$ cat config.mk
export PLATFORM = sky130hd
export DESIGN_NAME = top_k_sorted_insert_flat
export DESIGN_NICKNAME = d
export VERILOG_FILES = /design/src/sv/tksi_pkg.sv /design/src/sv/tksi_item_if.sv /design/src/sv/tksi_result_if.sv /design/src/sv/top_k_sorted_insert.sv /design/src/flat_wrapper.sv
export SDC_FILE = /design/constraint.sdc
export NUM_CORES = 1
export LEC_CHECK = 0
export BUFFER_PORTS_ARGS = -buffer_cell sky130_fd_sc_hd__buf_4
export CORE_AREA = 2 2 309 311
export CTS_BUF_LIST = sky130_fd_sc_hd__clkbuf_8 sky130_fd_sc_hd__clkbuf_16
export CTS_CLUSTER_DIAMETER = 60
export DETAILED_ROUTE_END_ITERATION = 6
export DIE_AREA = 0 0 311 313
export GPL_ROUTABILITY_DRIVEN = 0
export HOLD_SLACK_MARGIN = 0.15
export PLACE_DENSITY_LB_ADDON = 0.3
export SLEW_MARGIN = 20
export SYNTH_ARGS = -nofsm -noshare
export SYNTH_HDL_FRONTEND = slang
export SYNTH_SLANG_ARGS = --single-unit
$ cat constraint.sdc
create_clock -name i_clk -period 15.9 [get_ports i_clk]
set_input_delay 3.18 -clock i_clk [delete_from_list [all_inputs] [get_ports i_clk]]
set_output_delay 3.18 -clock i_clk [all_outputs]
set_load 0.03 [all_outputs]
$ cat src/sv/tksi_pkg.sv
// ----------------------------------------------------------------------------
// tksi_pkg
// Shared constants for the top-k sorted insertion table: field widths,
// action codes and parameter defaults.
// ----------------------------------------------------------------------------
package tksi_pkg;

    // parameter defaults
    localparam int TABLE_DEPTH_DEF = 10;
    localparam int TAG_BITS_DEF    = 64;

    // fixed transaction field widths
    localparam int TAG_W   = 64;
    localparam int SCORE_W = 32;
    localparam int IDX_W   = 4;
    localparam int CNT_W   = 4;

    // action codes
    localparam logic ACT_INSERT = 1'b0;
    localparam logic ACT_READ   = 1'b1;

endpackage

$ cat src/sv/tksi_item_if.sv
// ----------------------------------------------------------------------------
// tksi_item_if
// Input channel of the top-k table: insert or read request.
// ----------------------------------------------------------------------------
interface tksi_item_if;
    import tksi_pkg::*;

    logic                      valid;
    logic                      ready;
    logic                      action;
    logic [TAG_W-1:0]          entry_tag;
    logic signed [SCORE_W-1:0] entry_score;
    logic [IDX_W-1:0]          read_index;

    modport source (
        output valid, action, entry_tag, entry_score, read_index,
        input  ready
    );

    modport sink (
        input  valid, action, entry_tag, entry_score, read_index,
        output ready
    );

endinterface

$ cat src/sv/tksi_result_if.sv
// ----------------------------------------------------------------------------
// tksi_result_if
// Output channel of the top-k table: one result per request.
// ----------------------------------------------------------------------------
interface tksi_result_if;
    import tksi_pkg::*;

    logic                      valid;
    logic                      ready;
    logic                      accepted;
    logic [IDX_W-1:0]          insert_rank;
    logic [CNT_W-1:0]          entry_count;
    logic [TAG_W-1:0]          read_tag;
    logic signed [SCORE_W-1:0] read_score;
    logic                      read_valid;

    modport source (
        output valid, accepted, insert_rank, entry_count, read_tag, read_score,
               read_valid,
        input  ready
    );

    modport sink (
        input  valid, accepted, insert_rank, entry_count, read_tag, read_score,
               read_valid,
        output ready
    );

endinterface

$ cat src/sv/top_k_sorted_insert.sv
// ----------------------------------------------------------------------------
// top_k_sorted_insert
// Keeps up to TABLE_DEPTH (tag, score) entries in descending score order,
// rank 0 highest. An insert transaction always enters while the table is not
// full; once full it is dropped if its score is below the last entry, and
// otherwise goes in ahead of any equal scores while the last entry falls out.
// A read transaction returns the entry at a rank, or zeros past the count.
// Every request gives exactly one result. The entries sit in one memory with
// one write and one registered read port, so the block handles one request
// at a time: a read gives its result from S_RDATA, the state after
// acceptance; an insert walks up from the bottom of the table, moving one
// entry down per cycle (a read and a write on that memory), after a check
// against the last entry in S_CHECK when the table is full, and gives its
// result when the walk stops or the new entry lands at rank 0. A new
// request is taken once the sequencer is idle, the cycle after the result
// is loaded, and the result register is free or being emptied in the same
// cycle, so no request is taken before the last one has given its result.
// Tags are kept to their low TAG_BITS bits.
// ----------------------------------------------------------------------------
module top_k_sorted_insert #(
    parameter int TABLE_DEPTH = tksi_pkg::TABLE_DEPTH_DEF,
    parameter int TAG_BITS    = tksi_pkg::TAG_BITS_DEF
) (
    input  logic          i_clk,
    input  logic          i_rst_n,
    tksi_item_if.sink     i_item,
    tksi_result_if.source o_result
);
    import tksi_pkg::*;

    // widths
    localparam int AW = $clog2(TABLE_DEPTH);        // table address
    localparam int CW = $clog2(TABLE_DEPTH + 1);    // entry count
    localparam int XW = (CW > IDX_W) ? CW : IDX_W;  // index vs count compare
    localparam int EW = TAG_BITS + SCORE_W;         // one stored entry

    // sequencer, one-hot
    typedef enum logic [4:0] {
        S_IDLE  = 5'b00001,
        S_CHECK = 5'b00010,  // full table: compare against last entry
        S_SCAN  = 5'b00100,  // walk up, moving entries down one rank
        S_HEAD  = 5'b01000,  // new entry lands at rank 0
        S_RDATA = 5'b10000   // read data back from memory
    } t_state;

    t_state r_state, n_state;

    // table memory: {tag, score} per rank
    logic [EW-1:0] r_mem [TABLE_DEPTH];
    logic [EW-1:0] r_rd;

    logic          mem_we;
    logic [AW-1:0] mem_waddr;
    logic [EW-1:0] mem_wdata;
    logic          mem_re;
    logic [AW-1:0] mem_raddr;

    // request held for the duration of the transaction
    logic [CW-1:0]             r_count, n_count;
    logic [AW-1:0]             r_k, n_k;        // rank being filled by the walk
    logic [TAG_BITS-1:0]       r_tag, n_tag;
    logic signed [SCORE_W-1:0] r_score, n_score;
    logic                      r_hit, n_hit;

    // result register
    logic                      r_out_valid;
    logic                      r_acc;
    logic [IDX_W-1:0]          r_rank;
    logic [CNT_W-1:0]          r_ocount;
    logic [TAG_W-1:0]          r_otag;
    logic signed [SCORE_W-1:0] r_oscore;
    logic                      r_ovalid;

    // result load from the sequencer
    logic                      fin;
    logic                      fin_acc;
    logic [AW-1:0]             fin_rank;
    logic                      fin_read;

    logic                      in_take;
    logic                      full;
    logic signed [SCORE_W-1:0] rd_score;
    logic [TAG_BITS-1:0]       rd_tag;

    assign full     = (r_count == CW'(TABLE_DEPTH));
    assign rd_score = signed'(r_rd[SCORE_W-1:0]);
    assign rd_tag   = r_rd[EW-1:SCORE_W];

    assign i_item.ready = (r_state == S_IDLE) && (!r_out_valid || o_result.ready);
    assign in_take      = i_item.valid && i_item.ready;

    always_comb begin
        n_state   = r_state;
        n_count   = r_count;
        n_k       = r_k;
        n_tag     = r_tag;
        n_score   = r_score;
        n_hit     = r_hit;
        mem_we    = 1'b0;
        mem_waddr = r_k;
        mem_wdata = {r_tag, r_score};
        mem_re    = 1'b0;
        mem_raddr = r_k;
        fin       = 1'b0;
        fin_acc   = 1'b0;
        fin_rank  = '0;
        fin_read  = 1'b0;

        unique case (r_state)
            S_IDLE: begin
                if (in_take) begin
                    n_tag   = TAG_BITS'(i_item.entry_tag);
                    n_score = i_item.entry_score;
                    if (i_item.action == ACT_READ) begin
                        n_hit     = XW'(i_item.read_index) < XW'(r_count);
                        mem_re    = n_hit;
                        mem_raddr = AW'(i_item.read_index);
                        n_state   = S_RDATA;
                    end else if (full) begin
                        mem_re    = 1'b1;
                        mem_raddr = AW'(TABLE_DEPTH - 1);
                        n_state   = S_CHECK;
                    end else if (r_count == '0) begin
                        n_state = S_HEAD;
                    end else begin
                        // start the walk at the first free rank
                        n_k       = AW'(r_count);
                        mem_re    = 1'b1;
                        mem_raddr = AW'(r_count - CW'(1));
                        n_state   = S_SCAN;
                    end
                end
            end

            S_CHECK: begin
                if (r_score < rd_score) begin
                    // below the last entry: dropped, table untouched
                    fin     = 1'b1;
                    n_state = S_IDLE;
                end else begin
                    // last entry is overwritten by the walk
                    n_k       = AW'(TABLE_DEPTH - 1);
                    mem_re    = 1'b1;
                    mem_raddr = AW'(TABLE_DEPTH - 2);
                    n_state   = S_SCAN;
                end
            end

            S_SCAN: begin
                // r_rd holds rank r_k-1; the read of r_k-2 never meets the write
                mem_we    = 1'b1;
                mem_waddr = r_k;
                if (rd_score > r_score) begin
                    fin      = 1'b1;
                    fin_acc  = 1'b1;
                    fin_rank = r_k;
                    n_state  = S_IDLE;
                end else begin
                    // equal or lower scores move down: new entry goes ahead of ties
                    mem_wdata = r_rd;
                    if (r_k == AW'(1)) begin
                        n_state = S_HEAD;
                    end else begin
                        n_k       = r_k - AW'(1);
                        mem_re    = 1'b1;
                        mem_raddr = AW'(32'(r_k) - 32'd2);
                    end
                end
            end

            S_HEAD: begin
                mem_we    = 1'b1;
                mem_waddr = '0;
                fin       = 1'b1;
                fin_acc   = 1'b1;
                n_state   = S_IDLE;
            end

            S_RDATA: begin
                fin      = 1'b1;
                fin_read = 1'b1;
                n_state  = S_IDLE;
            end

            default: begin
                n_state = S_IDLE;
            end
        endcase

        if (fin_acc && !full) begin
            n_count = r_count + CW'(1);
        end
    end

    // memory: one write, one registered read per cycle
    always_ff @(posedge i_clk) begin
        if (mem_we) begin
            r_mem[mem_waddr] <= mem_wdata;
        end
        if (mem_re) begin
            r_rd <= r_mem[mem_raddr];
        end
    end

    // control state
    always_ff @(posedge i_clk) begin
        if (!i_rst_n) begin
            r_state     <= S_IDLE;
            r_count     <= '0;
            r_out_valid <= 1'b0;
        end else begin
            r_state <= n_state;
            r_count <= n_count;
            if (fin) begin
                r_out_valid <= 1'b1;
            end else if (o_result.ready) begin
                r_out_valid <= 1'b0;
            end
        end
    end

    // payload
    always_ff @(posedge i_clk) begin
        r_k     <= n_k;
        r_tag   <= n_tag;
        r_score <= n_score;
        r_hit   <= n_hit;
        if (fin) begin
            r_acc    <= fin_acc;
            r_rank   <= fin_acc ? IDX_W'(fin_rank) : '0;
            r_ocount <= CNT_W'(n_count);
            r_ovalid <= fin_read && r_hit;
            r_otag   <= (fin_read && r_hit) ? TAG_W'(rd_tag) : '0;
            r_oscore <= (fin_read && r_hit) ? rd_score : '0;
        end
    end

    assign o_result.valid       = r_out_valid;
    assign o_result.accepted    = r_acc;
    assign o_result.insert_rank = r_rank;
    assign o_result.entry_count = r_ocount;
    assign o_result.read_tag    = r_otag;
    assign o_result.read_score  = r_oscore;
    assign o_result.read_valid  = r_ovalid;

    // ------------------------------------------------------------------------
    // checks
    // ------------------------------------------------------------------------
    a_count_bound: assert property (@(posedge i_clk) disable iff (!i_rst_n)
        r_count <= CW'(TABLE_DEPTH))
        else $error("entry count beyond table depth");

    a_no_rw_clash: assert property (@(posedge i_clk) disable iff (!i_rst_n)
        (mem_we && mem_re) |-> (mem_waddr != mem_raddr))
        else $error("read and write hit the same rank in one cycle");

    a_scan_rank: assert property (@(posedge i_clk) disable iff (!i_rst_n)
        (r_state == S_SCAN) |-> (r_k != '0) && (CW'(r_k) <= r_count))
        else $error("walk rank out of range");

    a_result_free: assert property (@(posedge i_clk) disable iff (!i_rst_n)
        fin |-> !r_out_valid)
        else $error("result produced while previous result pending");

    a_count_step: assert property (@(posedge i_clk) disable iff (!i_rst_n)
        $past(i_rst_n) && (r_count != $past(r_count))
            |-> (r_count == $past(r_count) + CW'(1)))
        else $error("entry count moved by other than one");

endmodule
$ cat src/flat_wrapper.sv
// flat-port wrapper written by rule: the top's interface ports become plain ports
module top_k_sorted_insert_flat import tksi_pkg::*;
#(
    parameter int TABLE_DEPTH = tksi_pkg::TABLE_DEPTH_DEF,
    parameter int TAG_BITS    = tksi_pkg::TAG_BITS_DEF
)
  (i_clk, i_rst_n, i_item_valid, i_item_action, i_item_entry_tag, i_item_entry_score, i_item_read_index, i_item_ready, o_result_valid, o_result_accepted, o_result_insert_rank, o_result_entry_count, o_result_read_tag, o_result_read_score, o_result_read_valid, o_result_ready);
  tksi_item_if i_item_i ();
  tksi_result_if o_result_i ();
  input  logic i_clk;
  input  logic i_rst_n;
  input wire logic [$bits(i_item_i.valid)-1:0] i_item_valid;
  input wire logic [$bits(i_item_i.action)-1:0] i_item_action;
  input wire logic [$bits(i_item_i.entry_tag)-1:0] i_item_entry_tag;
  input wire logic [$bits(i_item_i.entry_score)-1:0] i_item_entry_score;
  input wire logic [$bits(i_item_i.read_index)-1:0] i_item_read_index;
  output wire logic [$bits(i_item_i.ready)-1:0] i_item_ready;
  output wire logic [$bits(o_result_i.valid)-1:0] o_result_valid;
  output wire logic [$bits(o_result_i.accepted)-1:0] o_result_accepted;
  output wire logic [$bits(o_result_i.insert_rank)-1:0] o_result_insert_rank;
  output wire logic [$bits(o_result_i.entry_count)-1:0] o_result_entry_count;
  output wire logic [$bits(o_result_i.read_tag)-1:0] o_result_read_tag;
  output wire logic [$bits(o_result_i.read_score)-1:0] o_result_read_score;
  output wire logic [$bits(o_result_i.read_valid)-1:0] o_result_read_valid;
  input wire logic [$bits(o_result_i.ready)-1:0] o_result_ready;
  assign i_item_i.valid = i_item_valid;
  assign i_item_i.action = i_item_action;
  assign i_item_i.entry_tag = i_item_entry_tag;
  assign i_item_i.entry_score = i_item_entry_score;
  assign i_item_i.read_index = i_item_read_index;
  assign i_item_ready = i_item_i.ready;
  assign o_result_valid = o_result_i.valid;
  assign o_result_accepted = o_result_i.accepted;
  assign o_result_insert_rank = o_result_i.insert_rank;
  assign o_result_entry_count = o_result_i.entry_count;
  assign o_result_read_tag = o_result_i.read_tag;
  assign o_result_read_score = o_result_i.read_score;
  assign o_result_read_valid = o_result_i.read_valid;
  assign o_result_i.ready = o_result_ready;
  top_k_sorted_insert #(.TABLE_DEPTH(TABLE_DEPTH), .TAG_BITS(TAG_BITS)) u_core (.i_clk(i_clk), .i_rst_n(i_rst_n), .i_item(i_item_i), .o_result(o_result_i));
endmodule
# Yosys cells after proc, flatten, opt, wreduce, memory -nomap -nowiden
# Memories as Yosys holds them, arrays and structs flattened. A register that Yosys moved wholly into a read port is not among the register bits.
# Cells that the tools add are included.
[totals] ram_bits=960 word_cells=99 inputBits=105 out_inout_bits=108 mem_count=1 ff_bits=217
[classes] eq_ne=15 magnitude_cmp=3 addsub=4 reduce_logical=17 n_mux=46
[mem_list] name="u_core.r_mem" depth=10 width=96 read_ports=1 rd_ports_with_merged_regs=1 write_ports=1 line_no="top_k_sorted_insert.sv:49" rtl="logic [EW-1:0] r_mem [TABLE_DEPTH];"
[op_table] operator="two-way mux 96 bit" count=2
[op_table] operator="two-way mux 4 bit" count=17
[op_table] operator="> comparator 32 bit" count=1
[op_table] operator="< comparator 32 bit" count=1
[op_table] operator="two-way mux 5 bit" count=5
[op_table] operator="one-hot mux 4 bit (3 select lines)" count=2
[op_table] operator="two-way mux 1 bit" count=15
[op_table] operator="one-hot mux 5 bit (3 select lines)" count=1
[op_table] operator="!= test 2 bit (second input constant)" count=6
[op_table] operator="AND reduction 8 bit" count=1
[op_table] operator="subtractor 4 x 1 -> 4 bit (second input constant)" count=2
[op_table] operator="one-hot mux 1 bit (3 select lines)" count=2
[op_table] operator="AND reduction 3 bit" count=2
[op_table] operator="equality test 5 x 1 -> 1 bit (second input constant)" count=1
[op_table] operator="equality test 5 x 2 -> 1 bit (second input constant)" count=1
[op_table] operator="equality test 5 x 3 -> 1 bit (second input constant)" count=1
[op_table] operator="equality test 5 x 4 -> 1 bit (second input constant)" count=1
[op_table] operator="equality test 5 bit (second input constant)" count=1
[op_table] operator="adder 4 x 1 -> 4 bit (second input constant)" count=1
[op_table] operator="equality test 4 x 1 -> 1 bit (second input constant)" count=1
[op_table] operator="equality test 4 bit (second input constant)" count=1
[op_table] operator="logical AND 1 bit" count=4
[op_table] operator="zero test 4 bit" count=1
[op_table] operator="< comparator 4 bit" count=1
[op_table] operator="other kinds (11)" count=14

# Longest topological paths before layout
# Gate-level depths: netlist of the first run.
[logic_depth] depth_word=6 ltp_mapped=15 depth_no_buf=12

# Worst setup path before layout of the first run
# No wires, ideal clock.
[synth_path] path_kind="reg-to-reg" startpoint="register u_core.r_state[4]" endpoint="memory u_core.r_mem[2][0] in the netlist's numbering, enable pin" setup_slack_ns=4.980 period_less_slack_ns=10.920 t_required_ns=15.114 arrival_ns=10.134 path_buffers=1 path_stages_with_launch=6 setup_ns=0.786 cell_sequence="dfxtp_1 nor3_1 and2_1 clkbuf_1 nand2_1 nor4_1"
[synth_via] elab_chain_len=5 elab_cells_between_ends=7
[synth_rtl] item="start, declared" line_no="top_k_sorted_insert.sv:46" rtl="t_state r_state, n_state;"
[synth_rtl] item="start signal, assigned" line_no="top_k_sorted_insert.sv:212" rtl="r_state <= n_state;"
[synth_rtl] item="equality test 5 x 4 -> 1 bit or equality test 5 x 3 -> 1 bit (tied branches)" line_no="top_k_sorted_insert.sv:109" rtl="unique case (r_state)"
[synth_rtl] item="OR reduction 2 bit (no source line)"
[synth_rtl] item="two-way mux 1 bit" line_no="top_k_sorted_insert.sv:109"
[synth_rtl] item="two-way mux 1 bit" line_no="top_k_sorted_insert.sv:197" rtl="if (mem_we) begin"
[synth_rtl] item="two-way mux 1 bit (not written as such)" line_no="top_k_sorted_insert.sv:198" rtl="r_mem[mem_waddr] <= mem_wdata;"
[synth_rtl] item="end, declared" line_no="top_k_sorted_insert.sv:49"
# Parallel ways exist; a longest one is shown, timed or not.

# Worst setup path after layout of the first run
[layout_path] startpoint="input port o_result_ready" endpoint="register u_core.r_rd[17], read port of u_core.r_mem, data pin"
[layout_via] elab_chain_len=5 elab_cells_between_ends=7
[layout_rtl] item="start, declared" line_no="flat_wrapper.sv:25" rtl="input wire logic [$bits(o_result_i.ready)-1:0] o_result_ready;"
[layout_rtl] item="logical OR 1 bit *" line_no="top_k_sorted_insert.sv:89" rtl="assign i_item.ready = (r_state == S_IDLE) && (!r_out_valid || o_result.ready);"
[layout_rtl] item="logical AND 1 bit *" line_no="top_k_sorted_insert.sv:89"
[layout_rtl] item="logical AND 1 bit *" line_no="top_k_sorted_insert.sv:90" rtl="assign in_take = i_item.valid && i_item.ready;"
[layout_rtl] item="two-way mux 4 bit or two-way mux 1 bit (tied branches)" line_no="top_k_sorted_insert.sv:111" rtl="if (in_take) begin"
[layout_rtl] item="one-hot mux 4 bit (3 select lines) or one-hot mux 1 bit (3 select lines) (tied branches)" line_no="top_k_sorted_insert.sv:109"
[layout_rtl] item="end, declared" line_no="top_k_sorted_insert.sv:50" rtl="logic [EW-1:0] r_rd;"
# Every way passes the cells marked *; elsewhere a longest branch is shown, timed or not.
# A chain may end at the register's enable or synchronous reset.

==> impl_metrics.yaml, run 1 <==
synth:
  avgSynthCellArea_um2: 17.5
  synth_warnings: 0
  synth_most_common_cell: "edfxtp_1"
  async_reset_ff_share_pct: 0
  synth_top_area_share_pct: 74.1
  netlist_instances: 2931
  netlist_area_um2: 51200
  synth-edff-count: 1263
  ys_ff_latch: 1273
  synth_flop_cell: "edfxtp_1"
  synthTopCellsByCount: "edfxtp_1, mux2_2, a221oi_1"
  yosysTopAreaCell: "edfxtp_1"
  synthDistinctLibCells: 65
  synth_nets: 3079
  ys_seq_area_share_pct: 74.5
  synth_area_leaders: "edfxtp_1, mux2_2, a221oi_1"
global_route:
  gr-usage-met3_pct: 4.37
  grt_max_degree: 160
  met1_usage_pct: 34.3
  grt_pass1_vias: 29100
  top_usage_layer: "met2"
  grt_pass1_wl_um: 181000
  antenna_found_initial: 4
  grtUsageTotal_pct: 24.8
  grt-ovfl-total: 0
  grt_util_met2_pct: 40.2
timing:
  rsz0062_at_grt: "no"
  fin_crit_sh_pct: 52.8
  relSlewSlack_pct: 21.0
  skew_ns: 0.0270
  fmax_ghz: 0.119
  period_needed_ns: 8.40
  tightest_slew_ns: 1.19
  finalMaxSlewViolations: 0
  fin_tns_setup_ns: 0
  whs_ns: 0.542
  worst_slack_ns: 7.50
  setup_viol: 0
  timing_hold_violations_final: 0
hold_path:
  hold_end: "u_core.o_result.read_tag[19]"
  min_path_cells: 1
  worstHoldStart: "u_core.r_rd[51]"
  hp-class: "register to register"
worst_setup_path:
  rr_worst_depth: 15
  r2r_end: "u_core.r_rd[68]"
  crit_required_ns: 16.31
  cp_data_arrival_time_ns: 8.81
  rr_startpoint: "u_core.r_score[14]"
  r2r_setup_slack_ns: 9.11
  crit_type: "input port to register"
  cp-start-kind: "input port"
  setup.worst_path.end_class: "register"
  crit_path_max_fanout: 159
clock_network:
  clock_latency_ns: 0.73
  cts_hold_buf: 0
  cts-buffers-inserted: 130
  clockRootBuffer: "clkbuf_16"
  clock_path_buffers: 3
  path_clk_slew_ns: 0.06
  cts_sinks: 1273
  cts_tree: "yes"
  cts_setup_buffers: 0
  cts_max_level: 4
  cts_resized: 0
outcome:
  status: "completed"
die:
  std_cell_rows: 113
  die_area_um2: 97300
  io_pins: 213
  start_util_pct: 54.4
  die_height_um: 313
  die_x_um: 311
  core_area_um2: 94200
final_layout:
  fillers: 6738
  layout-drive-gt1-share_pct: 24.9
  final_nets: 3256
  syn2layout_area_growth_pct: 13.5
  antennaDiodeCount: 0
  fin_util_pct: 61.7
power:
  peakVddDrop_mv: 0.0838
  power_w: 0.00727
  power_density_nw_per_um2: 125
  leakagePower_nw: 19.6
route:
  num_vias: 28500
  drtIter0Drc: 3377
  first_pass_iters: 5
  routed_wirelength_um: 123000
  vias_per_cell: 6.38
  drc: 0
  routedWlPerCell_um: 27.6
  detail-route-antenna-nets: 0
place:
  dp_slack_ns: 6.67
  port_buffers: 212
  hpwlAfterDp_um: 62300
run:
  cap_violations: 0
## metrics by stage
stage | std cells | area (um2)
finish | 4467 | 58100
global route | 4467 | 58100
CTS | 4467 | 58100
detailed placement | 4241 | 54000
global placement | 4241 | 54000
floorplan | 2931 | 51200
## cells by family after synthesis
| logic type | after synthesis | synth area share, % |
|---|---|---|
| compound gates | 677 | 10.6 |
| xor+xnor | 5 | 0.0855 |
| fa+ha+maj | 43 | 1.05 |
| buf+inv | 255 | 2.08 |
| flops | 1273 | 74.5 |
| mux | 410 | 8.65 |
| simple gates | 268 | 3.04 |
## area by class of cell
class | instances | area [um2] | area share, %
clock inverters | 94 | 763 | 1.31
repair buffers | 256 | 1970 | 3.39
flip-flops and latches | 1273 | 38100 | 65.6
inverters | 44 | 170 | 0.293
clock buffers | 132 | 3300 | 5.69
multi-input cells | 1403 | 12200 | 21.0
well taps | 1265 | 1580 | 2.72
## layout by cell type (no fill, tap or decap), types with 43 or more instances in the layout
cell	count
a221oi_1	217
mux2i_1	148
and2_1	103
edfxtp_1	1263
and3_1	55
o21ba_2	71
clkbuf_16	132
a21boi_0	143
ha_1	43
o22ai_1	74
mux2_2	260
inv_1	69
a211oi_1	72
buf_4	251
## report_power, final
| group | switching, W | internal, W | total, W |
|---|---|---|---|
| Combinational | 0.000352 | 0.000209 | 0.000562 |
| Sequential | 0.0000285 | 0.00377 | 0.00380 |
| Clock | 0.00124 | 0.00167 | 0.00292 |
| Total | 0.00163 | 0.00565 | 0.00727 |
## per-layer routing
metal	vias to the layer above	routed length, um
met3	212	10700
met2	1422	59500
li1	12200	-
met5	-	0
met1	14600	50100
met4	0	3060
## critical path, stage by stage
cell and delay [ns]:
buf_4 0.08, nor2b_1 0.05, nor2b_1 0.26, nand2_1 0.20, inv_6 0.48, buf_4 0.71
nand2_1 0.25, o21ai_1 0.24, nand2_1 0.12, o21ai_4 0.17, buf_4 0.65, buf_12 0.67
buf_4 0.97, mux2_2 0.42, o22ai_1 0.17, a211oi_1 0.09
## worst max path at each step
stage / start / to / slack, ns / cells after the start
after global routing: o_result_ready / u_core.r_rd[30] / 7.10 / 16
after global placement: o_result_ready / u_core.r_rd[41] / 6.96 / 16
after detailed placement: o_result_ready / u_core.r_rd[17] / 6.67 / 16
after CTS: o_result_ready / u_core.r_rd[17] / 7.44 / 16
final: o_result_ready / u_core.r_rd[17] / 7.50 / 16
after floorplan: u_core.r_state[4] / u_core.r_mem[2][0] / 4.98 / 5
## flip-flops by register name, summed over array words and instances, names as in the netlist
| register | count |
|---|---|
| u_core.o_result.entry_count | 4 |
| u_core.o_result.accepted | 1 |
| u_core.r_mem | 960 |
| u_core.o_result.read_valid | 1 |
| u_core.r_score | 32 |
| u_core.r_count | 4 |
| u_core.r_rd | 96 |
| u_core.r_k | 4 |
| u_core.o_result.read_tag | 64 |
| u_core.r_tag | 64 |
| u_core.o_result.read_score | 32 |
| u_core.o_result.valid | 1 |
| u_core.r_state | 5 |
| u_core.o_result.insert_rank | 4 |
| u_core.r_hit | 1 |
No activity file was read; power rests on OpenSTA's default activity.
==> run 2: changes to the inputs <==
- ABC_AREA: unset -> 1
- CORE_AREA: 2 2 309 311 -> 2 2 319 321
- DIE_AREA: 0 0 311 313 -> 0 0 321 323
- clock period: 15.9 -> 8.2 ns (I/O delays scaled with it)
==> impl_metrics.yaml, run 2 <==
worst_setup_path:
  setup.worst_path.end_class: "register"
  cp-start-kind: "register"
  r2r_setup_slack_ns: 2.05
  crit_path_max_fanout: 67
  cp_data_arrival_time_ns: 6.64
  crit_type: "register to register"
  crit_required_ns: 8.69
place:
  place_area_um2: 57400
  port_buffers: 212
  dp_slack_ns: 1.72
  hpwlAfterDp_um: 69800
route:
  vias_per_cell: 5.60
  drc: 0
  num_vias: 37200
  routedWlPerCell_um: 20.8
  drtIter0Drc: 4141
  detail-route-antenna-nets: 0
  first_pass_iters: 6
  routed_wirelength_um: 138000
final_layout:
  largest_reg_flops: 960
  multiInputGateArea_um2: 12900
  final_nets: 5388
  reg_top3: "u_core.r_mem: 960 flops, u_core.r_rd: 96 flops"
  design_area_um2: 61800
  fillers: 7822
  layout_common_cells: "nand2_1, edfxtp_1, nand3_1"
  layout-drive-gt1-share_pct: 9.79
  max_flop_register: "u_core.r_mem"
  area.sequential_um2: 38100
  antennaDiodeCount: 0
  final_common_cell: "nand2_1"
  syn2layout_area_growth_pct: 12.7
timing:
  worst_slack_ns: 2.05
  fmax_ghz: 0.163
  period_needed_ns: 6.15
  setup_viol: 0
  whs_ns: 0.518
  relSlewSlack_pct: 21.7
  timing_hold_violations_final: 0
  tightest_slew_ns: 1.17
  fin_crit_sh_pct: 75.0
  finalMaxSlewViolations: 0
  rsz0062_at_grt: "no"
  skew_ns: 0.0360
synth:
  synthTopCellsByCount: "nand2_1, edfxtp_1, nand3_1"
  synth_area_leaders: "edfxtp_1, nand2_1, nand3_1"
  ys_seq_area_share_pct: 69.5
  async_reset_ff_share_pct: 0
  ys_ff_latch: 1273
  synth_top_area_share_pct: 69.2
  yosysTopAreaCell: "edfxtp_1"
  synth_most_common_cell: "nand2_1"
  synth-edff-count: 1263
  synth_flop_cell: "edfxtp_1"
  synthDistinctLibCells: 42
  avgSynthCellArea_um2: 10.8
  netlist_instances: 5098
  netlist_area_um2: 54800
  synth_nets: 5246
  synth_warnings: 0
clock_network:
  clock_latency_ns: 0.75
  cts-buffers-inserted: 136
  cts_resized: 0
  cts_setup_buffers: 0
  clock_path_buffers: 3
  clockRootBuffer: "clkbuf_16"
  cts_tree: "yes"
  path_clk_slew_ns: 0.06
  cts_hold_buf: 0
  cts_max_level: 4
  cts_sinks: 1273
global_route:
  grt_pass1_wl_um: 210000
  antenna_found_initial: 1
  grtUsageTotal_pct: 26.7
  grt_pass1_vias: 35600
  grt-ovfl-total: 0
  grt_max_degree: 186
die:
  io_pins: 213
  std_cell_rows: 117
  core_area_um2: 101000
  die_area_um2: 104000
  start_util_pct: 54.4
  die_height_um: 323
  die_x_um: 321
power:
  leakagePower_nw: 26.5
  peakVddDrop_mv: 0.225
  power_density_nw_per_um2: 301
hold_path:
  hp-class: "register to register"
run:
  cap_violations: 0
outcome:
  status: "completed"
[run 2: cells by family (layout without fill, tap and decap cells)]
logic type                 Yosys count  count (layout)  share of synthesized area (%)
and+or+nand+nor                   2613            2613                           20.0
DFF                               1273            1273                           69.5
buffers and inverters              941            1185                           7.27
AOI/OAI and AO/OA                  222             222                           2.14
adders and majority gates           43              43                          0.981
xor gates and xnor gates             6               6                         0.0958
[run 2: per-layer routing]
| metal | global-route usage, % | up-vias | wire length, um |
|---|---|---|---|
| met5 | 0 | - | 0 |
| met4 | 8.38 | 0 | 3630 |
| met3 | 4.42 | 286 | 13500 |
| met2 | 43.1 | 1954 | 64800 |
| met1 | 37.3 | 17800 | 56300 |
| li1 | - | 17200 | - |
[run 2: path summary, 6_finish.rpt]
path	start	end	cells past startpoint
max reg2reg	u_core.r_rd[3]	u_core.r_rd[58]	17
min reg2reg	u_core.r_count[3]	u_core.r_count[3]	2
max	u_core.r_rd[3]	u_core.r_rd[58]	17
min	u_core.r_count[3]	u_core.r_count[3]	2
[run 2: cell type report]
class / instances / share of cell area (%)
clock buffers: 140 / 5.67
repair buffers: 283 / 3.69
multi-input cells: 2884 / 20.9
well taps: 1309 / 2.65
flip-flops and latches: 1273 / 61.7
clock inverters: 100 / 1.38
inverters: 662 / 4.03
[run 2: through the flow]
stage	setup TNS, ns	std cells	utilization, %	power, W
2_1_floorplan	-43.42	5098	-	0.0113
3_3_place_gp	0	6409	57.0	0.0126
3_5_place_dp	0	6409	57.0	0.0126
4_1_cts	0	6649	61.3	0.0186
5_1_grt	0	6651	61.3	0.0195
6_report	0	6651	61.3	0.0186
[run 2: where the power goes]
group	leakage [nW]	internal [W]	switching, W
clock network	2.23	0.00351	0.00252
logic	12.6	0.00130	0.00352
registers	11.7	0.00767	0.0000962
total	26.5	0.0125	0.00614
[run 2: critical path: stages, from the launching register on]
cell and delay, ns:
edfxtp_1 0.40, ha_1 0.31, nand2_1 0.05, inv_1 0.06, nand3_1 0.10, nor3_1 0.79, nand3_1 0.37, nand3_2 0.30
nand2_1 0.08, nand3_1 0.16, nand3_4 0.86, nand2_4 1.05, buf_4 0.77, nand2_1 0.15, nand3_1 0.14, nand2_1 0.08
nand2_1 0.07, nand2_1 0.07
